==> config.mk <==
export PLATFORM = sky130hd
export DESIGN_NAME = isort_cell
export DESIGN_NICKNAME = d
export VERILOG_FILES = /design/src/rtl/isort_pkg.sv /design/src/rtl/isort_cell.sv
export SDC_FILE = /design/constraint.sdc
export NUM_CORES = 1
export LEC_CHECK = 0
export BUFFER_PORTS_ARGS = -buffer_cell sky130_fd_sc_hd__clkbuf_2
export CAP_MARGIN = 25
export CELL_PAD_IN_SITES_DETAIL_PLACEMENT = 1
export CELL_PAD_IN_SITES_GLOBAL_PLACEMENT = 2
export CORE_MARGIN = 2
export CORE_UTILIZATION = 25
export CTS_CLUSTER_SIZE = 14
export DETAILED_ROUTE_END_ITERATION = 7
export HOLD_SLACK_MARGIN = 0.02
export PLACE_DENSITY_LB_ADDON = 0.15
export SLEW_MARGIN = 20
export SYNTH_ARGS = -nofsm -noshare
export SYNTH_HDL_FRONTEND = slang
export SYNTH_SLANG_ARGS = --single-unit
export TNS_END_PERCENT = 50
==> constraint.sdc <==
create_clock -name clk_i -period 3.15 [get_ports clk_i]
set_input_delay 0.4725 -clock clk_i [delete_from_list [all_inputs] [get_ports clk_i]]
set_output_delay 0.4725 -clock clk_i [all_outputs]
set_load 0.05 [all_outputs]
==> src/rtl/isort_pkg.sv <==
// shared types and constants for the insertion sorter
package isort_pkg;

  localparam int unsigned CAPACITY = 64;

  typedef struct packed {
    logic signed [31:0] value;
    logic               is_final;
  } req_t;

  typedef struct packed {
    logic signed [31:0] sorted_value;
    logic               end_of_set;
    logic               dropped;
  } res_t;

  // what a cell shows its neighbors
  typedef struct packed {
    logic signed [31:0] value;
    logic               full;
    logic               gt;
  } link_t;

  // per-cycle command broadcast along the chain
  typedef struct packed {
    logic insert;
    logic unload;
  } cell_ctrl_t;

  typedef enum logic {
    ST_FILL,
    ST_DRAIN
  } state_e;

endpackage

==> src/rtl/isort_cell.sv <==
// one entry of the sorting chain: holds a value and compares it with the incoming one
module isort_cell (
  input  logic                      clk_i,
  input  logic                      rst_ni,
  input  isort_pkg::cell_ctrl_t     ctrl_i,
  input  logic signed [31:0]        new_value_i,
  input  isort_pkg::link_t          left_i,
  input  isort_pkg::link_t          right_i,
  output isort_pkg::link_t          link_o
);

  logic signed [31:0] value_q, value_d;
  logic               full_q, full_d;
  logic               gt;
  logic               take_left;
  logic               take_new;

  // equal values stay in front of the new one, keeping the order stable
  assign gt        = full_q && (value_q > new_value_i);
  assign take_left = left_i.gt;
  assign take_new  = !take_left && (gt || (!full_q && left_i.full));

  always_comb begin
    value_d = value_q;
    full_d  = full_q;
    if (ctrl_i.unload) begin
      value_d = right_i.value;
      full_d  = right_i.full;
    end else if (ctrl_i.insert) begin
      if (take_left) begin
        value_d = left_i.value;
        full_d  = 1'b1;
      end else if (take_new) begin
        value_d = new_value_i;
        full_d  = 1'b1;
      end
    end
  end

  always_ff @(posedge clk_i or negedge rst_ni) begin
    if (!rst_ni) begin
      full_q <= 1'b0;
    end else begin
      full_q <= full_d;
    end
  end

  always_ff @(posedge clk_i) begin
    value_q <= value_d;
  end

  assign link_o.value = value_q;
  assign link_o.full  = full_q;
  assign link_o.gt    = gt;

endmodule

Word level (Yosys, flattened, before mapping)
Index checks and enable logic that the tools add are counted.

word-level totals
  register bits = 33
  logic and storage cells = 20

operators by class
  magnitude comparators = 1
  multiplexer cells = 8
  reduce and logical (&&, ||, !) cells = 9

operators with widths
  operator             number
  $mux W32             4
  $gt A32 B32 Y1       1
  $mux W1              4
  $logic_and A1 B1 Y1  3
  $reduce_bool A3 Y1   1
  $logic_not A1 Y1     2
  $reduce_and A2 Y1    1
  $reduce_bool A2 Y1   1
  $logic_or A1 B1 Y1   1

Depth between registers and ports, before layout
Gate-level depths: netlist of the first run.

  depth after elaboration = 8
  gate-level depth with buffers = 9
  gate-level depth less buffers = 8

Worst setup path before layout of the first run
No wires, ideal clock.

  kind = register -> register
  start = register value_q[14]
  end = register value_q[0], enable pin
  setup time = 0.478 ns
  arrival = 2.539 ns
  required time = 2.672 ns
  path slack = 0.132 ns
  cell stages (with the launch flop) = 8
  buffers on the path = 0
  cell sequence = edfxtp_1 ha_1 nand4_2 nor4_2 a31oi_1 and3_4 a221oi_2 nand2_1

on the way
  longest elaborated chain between the ends = 6

ends and longest elaborated chain
  what                          line              text
  start, declared               isort_cell.sv:12  logic signed [31:0] value_q, value_d;
  start signal, assigned        isort_cell.sv:49  value_q <= value_d;
  $gt A32 B32 Y1                isort_cell.sv:19  assign gt = full_q && (value_q > new_value_i);
  $logic_and A1 B1 Y1           isort_cell.sv:19
  $logic_or A1 B1 Y1            isort_cell.sv:21  assign take_new = !take_left && (gt || (!full_q && left_i.full));
  $logic_and A1 B1 Y1           isort_cell.sv:21
  $reduce_bool A3 Y1 (no line)  --
  $reduce_and A2 Y1 (no line)   --

No other way between the ends.
A chain may end at the register's enable or synchronous reset.

==> metrics.csv, run 1 <==
stage,metric,value,unit
global_route,grt_pass1_wl,12.1,mm
global_route,grt_antenna_before_repair,0,
synthesis,synth_seq_area_share,38.4,%
critical_path,reg2reg_to,value_q[15],
placement,pre_cts_slack,193,ps
min_path,min_to,full_q,
synthesis,ys.flop_type,edfxtp_1,
sta,setup_viol,0,
global_route,grt_use_met3,2.91,%
cts,clock_path_buffers,2,
floorplanning,core,0.0101,mm^2
finish,antenna_cells,0,
synthesis,syn_inst,270,
global_route,top_usage_layer,met2,
critical_path,crit_type,flip-flop to output port,
power,power_density,429,mW/mm^2
critical_path,rrSetupSlack,630,ps
critical_path,cp_max_fo,6,
sta,skew,4.70,ps
cts,htree_num_levels,2,
critical_path,max_stage_delay,400,ps
synthesis,synth_edf_count,32,
synthesis,synth-simple-area-share,11.8,%
synthesis,synth_top_family_by_area,adder cells,
synthesis,synth_warnings,0,
cts,cts_tree,yes,
sta,hold_viol_final,0,
global_route,use_met2,22.5,%
global_route,grt_max_degree,38,
critical_path,r2r_cells,8,
global_route,track_usage,13.5,%
routing,ant_nets,0,
floorplanning,start_util,25.3,%
finish,final_common_cell,clkbuf_2,
cts,clkSinkCount,33,
placement,dpl.hpwl,6.08,mm
floorplanning,fp.dieW,105,um
critical_path,worstPathRequired,2680,ps
synthesis,synth-seq-cells,33,
synthesis,synth-async-reset-ratio,3.03,%
min_path,hold_depth,2,
synthesis,synth.mux.area_fraction,12.5,%
critical_path,r2r_start,value_q[14],
cts,clk_latency,280,ps
min_path,hp-start,right_i[1],
routing,viasPerCell,4.43,
global_route,first_global_vias,2504,
sta,worstMarginPinSlew,590,ps
critical_path,start_kind,flip-flop,
global_route,grt.overflow.total,0,
routing,avgRoutedWirePerCell,13.7,um
run_status,status,completed,
synthesis,yosysUniqueCellTypes,33,
finish,final_cell_mix,"135 x clkbuf_2, 41 x nand2_1, 37 x o21ai_0, 33 x inv_1",
floorplanning,num_rows,37,
power,cellLeakagePower,1.83,nW
cts,numCtsBuffers,5,
cts,cts-root-buf,clkbuf_8,
critical_path,arrival,2460,ps
power,ir_worst_vdd,0.173,mV
critical_path,end_kind,output port,
global_route,use_met1,17.8,%
synthesis,yosys.area_share.adder,15.6,%
sta,fmax,341,MHz
floorplanning,die_height,105,um
critical_path,crit_path_top_delay_cell,edfxtp_1,
critical_path,crit_chain,ha_1 > nand4_1 > nor2_1 > a22oi_1 > o211ai_1 > or3_1 > a21boi_1 > buf_4,
synthesis,synth_compound_area_share,14.6,%
routing,first_pass_iters,4,
floorplanning,io_pins,138,
finish,nFillCells,1251,
placement,gp_congestion,0.702,
cts,clkSlewWorstSetupHoldPaths,70,ps
sta,post-route-period-util,93.0,%
floorplanning,die-area,0.0111,mm^2
routing,drt_iter0_markers,38,
synthesis,synth_area_per_cell,9.51,um^2
finish,layout-drive-gt1-share,38.7,%
min_path,worstHoldPathType,input pin to flip-flop,
routing,vias,2412,
placement,portBuffers,136,
placement,placedInstanceArea,0.00339,mm^2
finish,fin_area,0.00352,mm^2
routing,postRouteWirelength,7.44,mm
synthesis,synth-xor-area-share,0,%
sta,fin_crit,2930,ps
finish,areaGrowthSynthToFinish,36.9,%
synthesis,syn_area,0.00257,mm^2
flow_run,drv_cap,0,
finish,nNetsFinal,543,
sta,setup_slack,221,ps
sta,report.final.slew_viol_count,0,
routing,drc,0,
synthesis,syn-num-nets,406,
sta,slew-limit-headroom,60.7,%
[Yosys cell counts, types with 2 or more instances]
cell | n | area [um^2]
mux2i_1 | 32 | 320
nand2_1 | 42 | 158
ha_1 | 32 | 400
edfxtp_1 | 32 | 961
a21o_1 | 2 | 15.0
nor2_1 | 3 | 11.3
buf_2 | 3 | 15.0
nand4_2 | 2 | 25.0
o21ai_0 | 37 | 185
buf_4 | 2 | 15.0
inv_1 | 33 | 124
a221oi_2 | 2 | 30.0
o211ai_1 | 2 | 15.0
clkbuf_1 | 8 | 30.0
a21oi_1 | 14 | 70.1
nand3_1 | 2 | 10.0
nand4_1 | 5 | 31.3
a31oi_1 | 2 | 12.5
[timing repair]
action / 4_1_cts / 5_1_grt
hold buffers: 1 / 0
endpoints found under the setup margin: 0 / 1
gates resized for setup: 0 / 4
buffers inserted: 0 / 2
hold endpoints to repair: 1 / 0
[area by class of cell]
| class | instances | area, um^2 | area share [%] |
|---|---|---|---|
| tap | 136 | 170 | 4.84 |
| timing repair buffer | 143 | 738 | 21.0 |
| multi-input combinational | 191 | 1410 | 40.0 |
| sequential | 33 | 986 | 28.0 |
| clock buffer | 8 | 90.1 | 2.56 |
| inverter | 33 | 124 | 3.52 |
[per-stage QoR]
stage | hold slack, ps | util (%) | power (mW) | setup TNS, ps | std cells
global route | 409 | 34.7 | 1.61 | -4.84 | 544
detailed placement | 252 | 33.5 | 1.18 | 0 | 533
global placement | 254 | 33.5 | 1.17 | 0 | 533
finish | 403 | 34.7 | 1.51 | 0 | 544
CTS | 392 | 34.4 | 1.54 | 0 | 542
floorplan | 177 | - | 0.991 | 0 | 270
[where the power goes]
group / internal [mW] / total [mW] / switching (mW)
sequential: 0.549 / 0.579 / 0.0298
combinational: 0.198 / 0.592 / 0.394
clock: 0.179 / 0.337 / 0.159
[logic make-up after synthesis]
group / after synthesis
compound gates: 65
simple gates: 62
buf+inv: 46
flops: 33
mux: 32
fa+ha+maj: 32
[sequential cells by signal (all words and copies together), names as in the netlist]
signal / count
full_q: 1
value_q: 32
[critical path: cells and delay by family (launching register included)]
family | cells | cell delay [ps]
fa+ha+maj | 1 | 370
simple gates | 3 | 640
flops | 1 | 400
compound gates | 3 | 530
buf+inv | 1 | 220
[layer usage]
layer	vias to the layer above	part of all wire (%)
li1	1241	-
met1	1095	47
met2	71	46
met3	5	5.7
met4	0	0.82
met5	-	0
[how the worst max path moves through the flow]
stage                               start    endpoint  cells past startpoint
after floorplan               value_q[14]  value_q[0]                      7
after global placement    new_value_i[17]   link_o[0]                     10
after detailed placement  new_value_i[17]   link_o[0]                     10
after CTS                     value_q[17]   link_o[0]                      8
after global routing          value_q[17]   link_o[0]                      8
final                         value_q[31]   link_o[0]                      8
Note: power is estimated with default switching activity, not from simulation.
==> run 2: changes to the inputs <==
Settings changed: CORE_UTILIZATION 25 to 27.
Clock period 3.15 ns to 3.4 ns, I/O delays scaled along.
==> run 2 against run 1 <==
Against the previous run: critical path depth unchanged; sequential power fell by 7.3%; largest cell class unchanged; global-route usage up 1.3 points; register-to-register slack better by 120 ps.
==> metrics.csv, run 2 (synthesis results as in run 1) <==
stage,metric,value,unit
run_status,status,completed,
placement,dpl.hpwl,6.16,mm
sta,post-route-period-util,90.5,%
flow_run,drv_cap,0,
floorplanning,core,0.00924,mm^2
sta,fmax,325,MHz
critical_path,max_stage_delay,410,ps
critical_path,crit_type,flip-flop to output port,
cts,cts_tree,yes,
finish,areaGrowthSynthToFinish,35.6,%
cts,clock_path_buffers,2,
power,power_density,400,mW/mm^2
finish,antenna_cells,0,
critical_path,crit_chain,ha_1 > nand4_1 > nor2_1 > a22oi_1 > o211ai_1 > or3_1 > a21boi_1 > clkbuf_2,
finish,final_common_cell,clkbuf_2,
finish,regMostFlops,value_q,
routing,ant_nets,0,
critical_path,start_kind,flip-flop,
cts,cts.repair.resized,0,
finish,reg.largest.list,"value_q: 32 flops, full_q: 1 flops",
cts,htree_num_levels,2,
sta,report.final.slew_viol_count,0,
finish,nNetsFinal,541,
global_route,grt.overflow.total,0,
global_route,track_usage,14.9,%
power,ir_worst_vdd,0.187,mV
critical_path,end_kind,output port,
critical_path,crit_path_top_delay_cell,edfxtp_1,
cts,cts-root-buf,clkbuf_8,
power,cellLeakagePower,1.82,nW
critical_path,reg2reg_to,value_q[13],
critical_path,cpLargestDelayFamily,simple AND/OR/NAND/NOR gates,
routing,first_pass_iters,4,
finish,finish.utilization,37.7,%
routing,postRouteWirelength,7.62,mm
global_route,grt_pass1_wl,11.9,mm
critical_path,r2r_start,value_q[31],
floorplanning,num_rows,35,
min_path,hold_depth,2,
cts,clkSinkCount,33,
placement,portBuffers,136,
global_route,grt_max_degree,37,
cts,clkSlewWorstSetupHoldPaths,70,ps
sta,hold_viol_final,0,
critical_path,rrSetupSlack,750,ps
sta,fin_crit,3080,ps
finish,final_cell_mix,"136 x clkbuf_2, 41 x nand2_1, 37 x o21ai_0, 33 x inv_1",
finish,largest_register_ffs,32,
finish,layout-drive-gt1-share,38.2,%
sta,rsz0062_at_grt,false,
cts,numCtsBuffers,5,
placement,dp_cells,526,
critical_path,arrival,2570,ps
min_path,hp-start,right_i[1],
floorplanning,fp.dieW,102,um
routing,drc,0,
sta,slew-limit-headroom,56.6,%
sta,skew,4.21,ps
sta,setup_viol,0,
floorplanning,die-area,0.0103,mm^2
floorplanning,start_util,27.8,%
floorplanning,die_height,102,um
critical_path,worstPathRequired,2890,ps
routing,viasPerCell,4.58,
routing,drt_iter0_markers,28,
cts,post_cts_buffers,0,
routing,vias,2449,
global_route,first_global_vias,2479,
sta,tns,0,ps
min_path,min_to,full_q,
finish,final_cells,535,
critical_path,r2r_cells,8,
cts,cts_hold_buf,1,
cts,clk_latency,290,ps
sta,worstMarginPinSlew,651,ps
floorplanning,io_pins,138,
min_path,worstHoldPathType,input pin to flip-flop,
critical_path,cp_num_buf_inv,1,
global_route,grt_antenna_before_repair,0,
critical_path,cp_max_fo,6,
routing,avgRoutedWirePerCell,14.2,um
placement,gp_congestion,0.690,
-- run 2: through the flow --
stage | power, mW | worst slack, ps | hold slack, ps | cell area (um^2)
final | 1.39 | 324 | 430 | 3480
after global routing | 1.49 | 153 | 421 | 3480
after floorplan | 0.918 | 382 | 214 | 2570
after CTS | 1.42 | 311 | 414 | 3480
after detailed placement | 1.10 | 371 | 288 | 3380
after global placement | 1.09 | 422 | 286 | 3380
-- run 2: where the power goes --
part / switching [mW] / internal (mW) / total [mW]
Sequential: 0.0276 / 0.509 / 0.537
Combinational: 0.366 / 0.177 / 0.543
Clock: 0.150 / 0.165 / 0.316
Total: 0.544 / 0.851 / 1.39
-- run 2: worst max-delay path by stage --
stage                     from          to  slack [ps]  depth (start not counted)
3_3_place_gp   new_value_i[17]   link_o[0]         420                         10
3_5_place_dp   new_value_i[31]   link_o[0]         370                         10
5_1_grt            value_q[31]   link_o[0]         150                          8
6_report           value_q[31]   link_o[0]         320                          8
4_1_cts            value_q[31]   link_o[0]         310                          8
2_1_floorplan      value_q[14]  value_q[0]         380                          7
-- run 2: cell type report --
class                   instances  area (um^2)
flip-flops and latches         33          986
clock buffers                   8         90.1
well taps                     129          161
inverters                      33          124
multi-input cells             191         1400
fillers                      1120         5760
repair buffers                141          721
-- run 2: metal layers --
metal  track usage [%]  up-vias  share of wire (%)
met4              4.05        0               0.87
met1              19.6     1128                 46
met5                 0        -                  0
met2              24.7       77                 48
li1                  -     1239                  -
met3              3.17        5                5.5
